==> src/rtl/assert_macros.svh <==
// assertion macros for the zigzag scan reorder block
// used by files that carry concurrent checks; no other dependencies
`ifndef ASSERT_MACROS_SVH
`define ASSERT_MACROS_SVH

// same-cycle implication, checks held off while reset is low
`define ZSR_ASSERT_SAME(label, clk, rst_n, ante, cons, msg) \
  label: assert property (@(posedge clk) disable iff (!rst_n) (ante) |-> (cons)) \
    else $error(msg);

// next-cycle implication, checks held off while reset is low
`define ZSR_ASSERT_NEXT(label, clk, rst_n, ante, cons, msg) \
  label: assert property (@(posedge clk) disable iff (!rst_n) (ante) |=> (cons)) \
    else $error(msg);

`endif

==> src/rtl/zsr_pkg.sv <==
// shared constants, types and helpers for the zigzag scan reorder block
// no dependencies
`timescale 1ns / 1ps

package zsr_pkg;

  localparam int MAX_ROWS    = 8;
  localparam int MAX_COLS    = 8;
  localparam int DATA_W      = 32;
  localparam int STORE_DEPTH = MAX_ROWS * MAX_COLS;
  localparam int ADDR_W      = $clog2(STORE_DEPTH);
  localparam int ROW_W       = $clog2(MAX_ROWS);
  localparam int COL_W       = $clog2(MAX_COLS);
  localparam int SIZE_W      = 4;
  localparam int CFG_IDX_W   = 1;

  // configuration register indexes
  localparam logic [CFG_IDX_W-1:0] REG_ROWS = 1'b0;
  localparam logic [CFG_IDX_W-1:0] REG_COLS = 1'b1;

  // walker control from the sequencer
  typedef struct packed {
    logic start;
    logic step;
  } walk_ctl_t;

  // clamp a size register to 1..maxv
  function automatic logic [SIZE_W-1:0] eff_size(input logic [SIZE_W-1:0] v,
                                                 input logic [SIZE_W-1:0] maxv);
    logic [SIZE_W-1:0] r;
    if (v == '0) begin
      r = SIZE_W'(1);
    end else if (v > maxv) begin
      r = maxv;
    end else begin
      r = v;
    end
    return r;
  endfunction

endpackage

==> src/rtl/zsr_store.sv <==
// block buffer: one write port, one read port with registered read data
// depends on zsr_pkg
`timescale 1ns / 1ps

module zsr_store (
  input  logic                       clk,
  input  logic                       wr_en,
  input  logic [zsr_pkg::ADDR_W-1:0] wr_addr,
  input  logic [zsr_pkg::DATA_W-1:0] wr_data,
  input  logic                       rd_en,
  input  logic [zsr_pkg::ADDR_W-1:0] rd_addr,
  output logic [zsr_pkg::DATA_W-1:0] rd_data
);
  import zsr_pkg::*;

  logic [DATA_W-1:0] mem [STORE_DEPTH];
  logic [DATA_W-1:0] rd_data_r;

  always_ff @(posedge clk) begin
    if (wr_en) begin
      mem[wr_addr] <= wr_data;
    end
  end

  always_ff @(posedge clk) begin
    if (rd_en) begin
      rd_data_r <= mem[rd_addr];
    end
  end

  assign rd_data = rd_data_r;

endmodule

==> src/rtl/zsr_walk.sv <==
// zigzag position walker: row, column, scan direction and buffer address
// one shared adder moves the address on each step; depends on zsr_pkg
`timescale 1ns / 1ps

module zsr_walk (
  input  logic                       clk,
  input  logic                       rst_n,
  input  zsr_pkg::walk_ctl_t         ctl,
  input  logic [zsr_pkg::SIZE_W-1:0] ncols,
  input  logic [zsr_pkg::ROW_W-1:0]  row_last,
  input  logic [zsr_pkg::COL_W-1:0]  col_last,
  output logic [zsr_pkg::ADDR_W-1:0] addr,
  output logic [zsr_pkg::ADDR_W-1:0] addr_next,
  output logic                       at_end
);
  import zsr_pkg::*;

  logic [ROW_W-1:0]  row_r, row_nxt;
  logic [COL_W-1:0]  col_r, col_nxt;
  logic              up_r, up_nxt;
  logic [ADDR_W-1:0] addr_r, addr_nxt;
  logic [ADDR_W-1:0] delta;
  logic [ADDR_W-1:0] ncols_a;

  assign ncols_a = ADDR_W'(ncols);

  // pick the move; direction flips on every edge step
  always_comb begin
    row_nxt = row_r;
    col_nxt = col_r;
    up_nxt  = up_r;
    delta   = '0;
    if (up_r) begin
      if (col_r == col_last) begin
        row_nxt = row_r + ROW_W'(1);
        delta   = ncols_a;
        up_nxt  = 1'b0;
      end else if (row_r == '0) begin
        col_nxt = col_r + COL_W'(1);
        delta   = ADDR_W'(1);
        up_nxt  = 1'b0;
      end else begin
        row_nxt = row_r - ROW_W'(1);
        col_nxt = col_r + COL_W'(1);
        delta   = ADDR_W'(1) - ncols_a;
      end
    end else begin
      if (row_r == row_last) begin
        col_nxt = col_r + COL_W'(1);
        delta   = ADDR_W'(1);
        up_nxt  = 1'b1;
      end else if (col_r == '0) begin
        row_nxt = row_r + ROW_W'(1);
        delta   = ncols_a;
        up_nxt  = 1'b1;
      end else begin
        row_nxt = row_r + ROW_W'(1);
        col_nxt = col_r - COL_W'(1);
        delta   = ncols_a - ADDR_W'(1);
      end
    end
  end

  // shared address adder
  assign addr_nxt = addr_r + delta;

  always_ff @(posedge clk) begin
    if (!rst_n) begin
      row_r  <= '0;
      col_r  <= '0;
      up_r   <= 1'b1;
      addr_r <= '0;
    end else if (ctl.start) begin
      row_r  <= '0;
      col_r  <= '0;
      up_r   <= 1'b1;
      addr_r <= '0;
    end else if (ctl.step) begin
      row_r  <= row_nxt;
      col_r  <= col_nxt;
      up_r   <= up_nxt;
      addr_r <= addr_nxt;
    end
  end

  assign addr      = addr_r;
  assign addr_next = addr_nxt;
  assign at_end    = (row_r == row_last) && (col_r == col_last);

endmodule

==> src/rtl/zigzag_scan_reorder.sv <==
// zigzag scan reorder top level: size registers, load counter, sequencer
// depends on zsr_pkg, zsr_store, zsr_walk and assert_macros.svh
`timescale 1ns / 1ps
//
//  channel | ports                              | direction
//  --------+------------------------------------+----------
//  in      | in_valid, in_ready, in_element     | into block
//  out     | out_valid, out_ready, out_value,   | out of block
//          | out_last                           |
//  cfg     | cfg_we, cfg_index, cfg_wdata       | into block
//
//  loading accepts each valid item into the next buffer entry; the item
//  that completes the block is followed by a buffer fetch state, then one
//  result per cycle from the walker and the buffer read port while the
//  output side keeps up
//  reset sets both sizes to 8 and empties the load count; the buffer
//  itself is not cleared
//  a stalled result holds the walker and the read data; no input is taken
//  while a block is being emitted

`include "assert_macros.svh"

module zigzag_scan_reorder (
  input  logic                          clk,
  input  logic                          rst_n,
  input  logic                          in_valid,
  output logic                          in_ready,
  input  logic signed [zsr_pkg::DATA_W-1:0] in_element,
  output logic                          out_valid,
  input  logic                          out_ready,
  output logic signed [zsr_pkg::DATA_W-1:0] out_value,
  output logic                          out_last,
  input  logic                          cfg_we,
  input  logic [zsr_pkg::CFG_IDX_W-1:0] cfg_index,
  input  logic [zsr_pkg::SIZE_W-1:0]    cfg_wdata
);
  import zsr_pkg::*;

  localparam int PROD_W = 2 * SIZE_W;

  // one-hot sequencer states
  typedef enum logic [2:0] {
    S_LOAD  = 3'b001,
    S_FETCH = 3'b010,
    S_EMIT  = 3'b100
  } state_t;

  state_t state_r, state_nxt;

  // size registers
  logic [SIZE_W-1:0] rows_r, rows_nxt;
  logic [SIZE_W-1:0] cols_r, cols_nxt;
  logic [SIZE_W-1:0] nrows, ncols;
  logic [PROD_W-1:0] total;

  // load counter, never reaches the block size
  logic [ADDR_W-1:0] load_count_r, load_count_nxt;

  logic              in_fire;
  logic              out_fire;
  logic              block_done;
  logic              rd_en;
  logic [ADDR_W-1:0] rd_addr;
  logic [DATA_W-1:0] rd_data;
  logic [ADDR_W-1:0] walk_addr;
  logic [ADDR_W-1:0] walk_addr_next;
  logic              walk_end;
  walk_ctl_t         walk_ctl;

  // clamp sizes into range
  assign nrows = eff_size(rows_r, SIZE_W'(MAX_ROWS));
  assign ncols = eff_size(cols_r, SIZE_W'(MAX_COLS));
  assign total = PROD_W'(nrows) * PROD_W'(ncols);

  assign in_fire    = in_valid && in_ready;
  assign out_fire   = out_valid && out_ready;
  assign block_done = in_fire && (PROD_W'(load_count_r) == total - PROD_W'(1));

  // configuration writes; any size write restarts the load
  always_comb begin
    rows_nxt = rows_r;
    cols_nxt = cols_r;
    if (cfg_we) begin
      case (cfg_index)
        REG_ROWS: rows_nxt = cfg_wdata;
        REG_COLS: cols_nxt = cfg_wdata;
        default: begin
          rows_nxt = rows_r;
          cols_nxt = cols_r;
        end
      endcase
    end
  end

  always_comb begin
    load_count_nxt = load_count_r;
    if (cfg_we) begin
      load_count_nxt = '0;
    end else if (block_done) begin
      load_count_nxt = '0;
    end else if (in_fire) begin
      load_count_nxt = load_count_r + ADDR_W'(1);
    end
  end

  // sequencer: load items, fetch the first entry, then walk one per result
  always_comb begin
    state_nxt = state_r;
    case (state_r)
      S_LOAD: begin
        if (block_done) begin
          state_nxt = S_FETCH;
        end
      end
      S_FETCH: state_nxt = S_EMIT;
      S_EMIT: begin
        if (out_fire && walk_end) begin
          state_nxt = S_LOAD;
        end
      end
      default: state_nxt = S_LOAD;
    endcase
  end

  always_ff @(posedge clk) begin
    if (!rst_n) begin
      state_r      <= S_LOAD;
      rows_r       <= SIZE_W'(MAX_ROWS);
      cols_r       <= SIZE_W'(MAX_COLS);
      load_count_r <= '0;
    end else begin
      state_r      <= state_nxt;
      rows_r       <= rows_nxt;
      cols_r       <= cols_nxt;
      load_count_r <= load_count_nxt;
    end
  end

  // walker restarts on a completed block and steps on each taken result before the last
  assign walk_ctl.start = block_done;
  assign walk_ctl.step  = (state_r == S_EMIT) && out_fire && !walk_end;

  // fetch reads the corner; during emit the read follows the walker's move
  assign rd_en   = (state_r == S_FETCH) || walk_ctl.step;
  assign rd_addr = (state_r == S_FETCH) ? walk_addr : walk_addr_next;

  zsr_store u_store (
    .clk     (clk),
    .wr_en   (in_fire),
    .wr_addr (load_count_r),
    .wr_data (in_element),
    .rd_en   (rd_en),
    .rd_addr (rd_addr),
    .rd_data (rd_data)
  );

  zsr_walk u_walk (
    .clk       (clk),
    .rst_n     (rst_n),
    .ctl       (walk_ctl),
    .ncols     (ncols),
    .row_last  (ROW_W'(nrows - SIZE_W'(1))),
    .col_last  (COL_W'(ncols - SIZE_W'(1))),
    .addr      (walk_addr),
    .addr_next (walk_addr_next),
    .at_end    (walk_end)
  );

  assign in_ready  = (state_r == S_LOAD);
  assign out_valid = (state_r == S_EMIT);
  assign out_value = rd_data;
  assign out_last  = walk_end;

  // input and output sides never open together
  `ZSR_ASSERT_SAME(a_no_overlap, clk, rst_n, out_valid, !in_ready,
    "input ready while a result is shown")
  // a completed block goes through the fetch state first
  `ZSR_ASSERT_NEXT(a_fetch_after_load, clk, rst_n, block_done,
    !in_ready && !out_valid, "completed block did not enter fetch")
  // results stream without gaps until the flagged one
  `ZSR_ASSERT_NEXT(a_no_gap, clk, rst_n, out_fire && !out_last, out_valid,
    "gap in the result run")
  // the flagged result returns the block to loading
  `ZSR_ASSERT_NEXT(a_back_to_load, clk, rst_n, out_fire && out_last,
    in_ready && (load_count_r == '0), "block did not return to loading")

endmodule
==> config.mk <==
export PLATFORM = sky130hd
export DESIGN_NAME = zigzag_scan_reorder
export DESIGN_NICKNAME = d
export VERILOG_FILES = /design/src/rtl/zsr_pkg.sv /design/src/rtl/zsr_store.sv /design/src/rtl/zsr_walk.sv /design/src/rtl/zigzag_scan_reorder.sv
export VERILOG_INCLUDE_DIRS = /design/src /design/src/rtl
export SDC_FILE = /design/constraint.sdc
export NUM_CORES = 2
export LEC_CHECK = 0
export BUFFER_PORTS_ARGS = -buffer_cell sky130_fd_sc_hd__buf_2
export CORE_UTILIZATION = 55
export CTS_CLUSTER_DIAMETER = 30
export DETAILED_ROUTE_END_ITERATION = 7
export PLACE_DENSITY = 0.69
export SLEW_MARGIN = 40
export SYNTH_ARGS = -nofsm -noshare
export SYNTH_HDL_FRONTEND = slang
export SYNTH_SLANG_ARGS = --single-unit
==> constraint.sdc <==
create_clock -name clk -period 11 [get_ports clk]
set_clock_uncertainty 0.15 [all_clocks]
set_input_delay 0.55 -clock clk [delete_from_list [all_inputs] [get_ports clk]]
set_output_delay 0.55 -clock clk [all_outputs]
set_load 0.05 [all_outputs]
==> impl_metrics.ini <==
[run_status]
status = finished clean

[die]
start_util = 0.5554
die_y_um = 391.6
num_io_pins = 77
num_rows = 142
chipWidth_um = 391.6
design.core.area_um2 = 150300
die_area_um2 = 153400

[grt]
grt_overflow = 0
use_met3 = 0.05977
track_usage = 0.3091
grt_start_max_net_pins = 154
grt_pass1_vias = 50190
use_met1 = 0.4360
grt_pass1_wl_mm = 341.5
antenna_found_initial = 10
busiest_layer = met2
grt_use_met2 = 0.4756

[route]
vias_per_cell = 6.478
wl_mm = 237.6
drt_iter0_drc = 7154
vias = 51830
wl_per_cell_um = 29.69
drc = 0
antenna_left = 0
drt_first_pass_iters = 6

[power]
power_frac_seq = 0.419
power_mw = 21.16
powerDensity_nw_per_um2 = 210.9
swShare = 0.2026
p_clk_frac = 0.561
power.switching_mw = 4.288
p_leak_nw = 32.64
p_comb_frac = 0.020
power.internal_mw = 16.88
vdd.ir_drop.worst_mv = 0.1964

[logic_synthesis]
syn_nets = 5475
synth.avg_cell_area_um2 = 15.47
synthArstFlopShare = 0
netlist_area_um2 = 83490
yosys_warnings = 0
synth_top_flop_cell = edfxtp_1
synth_edf_count = 2080
yosys_register_bits = 2110
yosys.area.top_type_share = 0.7481
ys_seq_area_frac = 0.7553
synth_cell_types = 67
syn_inst = 5396
synthTopCellsByArea = edfxtp_1, mux2i_1, nand2_1, a32oi_1, a32o_1
synth_top_area_cell = edfxtp_1

[timing]
drv_slew = 0
slew-limit-headroom = 0.3882
tns_ns = 0
rsz0062_at_grt = false
min_period_ns = 7.069
fin_crit_sh = 0.6426
hold_viol_final = 0
max_freq_ghz = 0.1415
worstMarginPinSlew_ns = 0.9177
finalSetupViolCount = 0

[critical_path]
cpPeakStageDelay_ns = 0.82
start_kind = flop
path_cells = nor2b_1 > inv_1 > ha_1 > xnor2_1 > xnor2_1 > nand2_1 > o22ai_1 > a21oi_1 > a22oi_1 > ha_1 > inv_1 > fa_1 > a21oi_4 > buf_4 > buf_4 > mux2i_1 > a32o_1 > a211oi_1 > nor4_2 > mux2i_1
crit_start = cols_r[3]
path_class = reg -> reg
critPathBufInv = 4
critPathSlowestCell = nor4_2
r2r_start = cols_r[3]
worst-path-max-fanout = 55
critPathTopFamily = buffers and inverters
critPathArrivalTime_ns = 7.52
worst_setup_path_end_kind = flop
cp_data_required_time_ns = 11.45

[clocking]
cts_buffer_depth = 4
cts_buffers = 389
cts.clk_slew.worst_paths_ns = 0.05
ctsResizeCount = 0
cts_root_buf = clkbuf_16
cts.sinks = 2110
clock_latency_ns = 0.95
h-tree-depth = 5
cts_tree = yes

[layout]
n_fill_cell = 9889
syn2layout_area_growth_pct = 20.20
drive_gt1_frac = 0.1593
nNetsFinal = 5755
design_area_um2 = 100400

[flow_run]
max_cap_violations = 0

[place]
place_area_um2 = 86890
place_hpwl_mm = 113.9
portBuffers = 76
gp_congestion = 0.8342

[min_path]
hold_start = in_element[24]
min_path_type = in -> reg
final cells by class:
class	count	area [um2]	share of cell area
Clock buffer	420	9936	0.09901
Sequential cell	2110	63060	0.6284
Clock inverter	276	3191	0.03179
Multi-Input combinational cell	2897	19490	0.1942
Antenna cell	4	10.01	0.00009975
Tap cell	2016	2522	0.02514
Timing Repair Buffer	243	2014	0.02007
Inverter	35	131.4	0.001309
cells in the mapped netlist, types with 30 or more instances:
| cell | count |
|---|---|
| nand2_1 | 1193 |
| mux2i_1 | 483 |
| buf_2 | 107 |
| inv_1 | 35 |
| a211oi_1 | 70 |
| buf_1 | 36 |
| o2111a_1 | 63 |
| ha_1 | 31 |
| and3_1 | 129 |
| edfxtp_1 | 2080 |
| clkbuf_1 | 180 |
| dfxtp_1 | 30 |
| nand3_1 | 152 |
| a32o_1 | 129 |
| nor4_1 | 64 |
| nor2_1 | 90 |
| a32oi_1 | 314 |
per-stage QoR:
| stage | util | hold WS [ns] | setup WS, ns | std cells |
|---|---|---|---|---|
| 3_3_place_gp | 0.5758 | 0.3170 | 3.274 | 7266 |
| 3_5_place_dp | 0.5781 | 0.3276 | 4.066 | 7275 |
| 2_1_floorplan | - | 0.2882 | 5.893 | 5396 |
| 5_1_grt | 0.6676 | 0.02035 | 3.599 | 7997 |
| 6_report | 0.6676 | 0.01423 | 3.931 | 8001 |
| 4_1_cts | 0.6669 | 0.003228 | 4.076 | 7993 |
layer usage:
metal,part of all wire,routed length (um)
met1,0.38,91440
met2,0.46,109900
met3,0.12,27360
met4,0.037,8804
met5,0.00011,27
flip-flops by register name (all words and copies together) (netlist names):
name             count
rows_r               4
u_walk.up_r          1
u_walk.addr          6
u_store.mem       2048
u_walk.row_r         3
load_count_r         6
u_store.rd_data     32
state_r              3
u_walk.col_r         3
cols_r               4
power groups by stage:
stage	sequential [mW]	clock [mW]	combinational, mW
floorplan	9.02	0	0.172
global placement	9.02	0	0.386
detailed placement	9.02	0	0.405
CTS	8.87	11.9	0.414
global route	8.86	12.3	0.444
finish	8.87	11.9	0.419
cell families after synthesis:
| group | share of synthesized area |
|---|---|
| multiplexers | 0.05804 |
| buffers and inverters | 0.02053 |
| AO/OA/AOI/OAI | 0.07014 |
| flip-flops | 0.7553 |
| adder cells (fa/ha/maj) | 0.006085 |
| AND/OR/NAND/NOR | 0.08629 |
| XOR/XNOR | 0.003567 |
layout by cell type, fill, tap and decap left out, drive strengths merged, types with 4 or more instances in the layout:
cell type,n
edfxtp,2080
nand2,1193
mux2i,483
clkbuf,420
a32oi,314
buf,221
nand3,152
clkinv,148
a32o,129
and3,129
nor2,90
a211oi,70
nor4,64
o2111a,63
inv,62
bufinv,59
clkinvlp,42
ha,31
dfxtp,30
xnor2,22
dlygate4sd3,22
a21oi,22
nor2b,14
xor2,12
o21ai,12
nor3,8
nand3b,6
fa,6
a21boi,5
or3,5
nor3b,5
diode,4
a22oi,4
nand4,4
a221oi,4
and2,4
a21o,4
repair_timing:
action	in CTS	in global routing
hold endpoints to repair	319	0
buffers inserted	0	0
hold buffers	22	0
worst paths after layout:
kind                              end  slack [ns]  cells past startpoint
setup / recovery  u_store.rd_data[31]        3.93                     20
hold / removal    u_store.mem[60][24]        0.01                      1
setup reg to reg  u_store.rd_data[31]        3.93                     20
hold reg to reg             cols_r[0]        0.33                      2
Note: power is estimated with default switching activity, not from simulation.
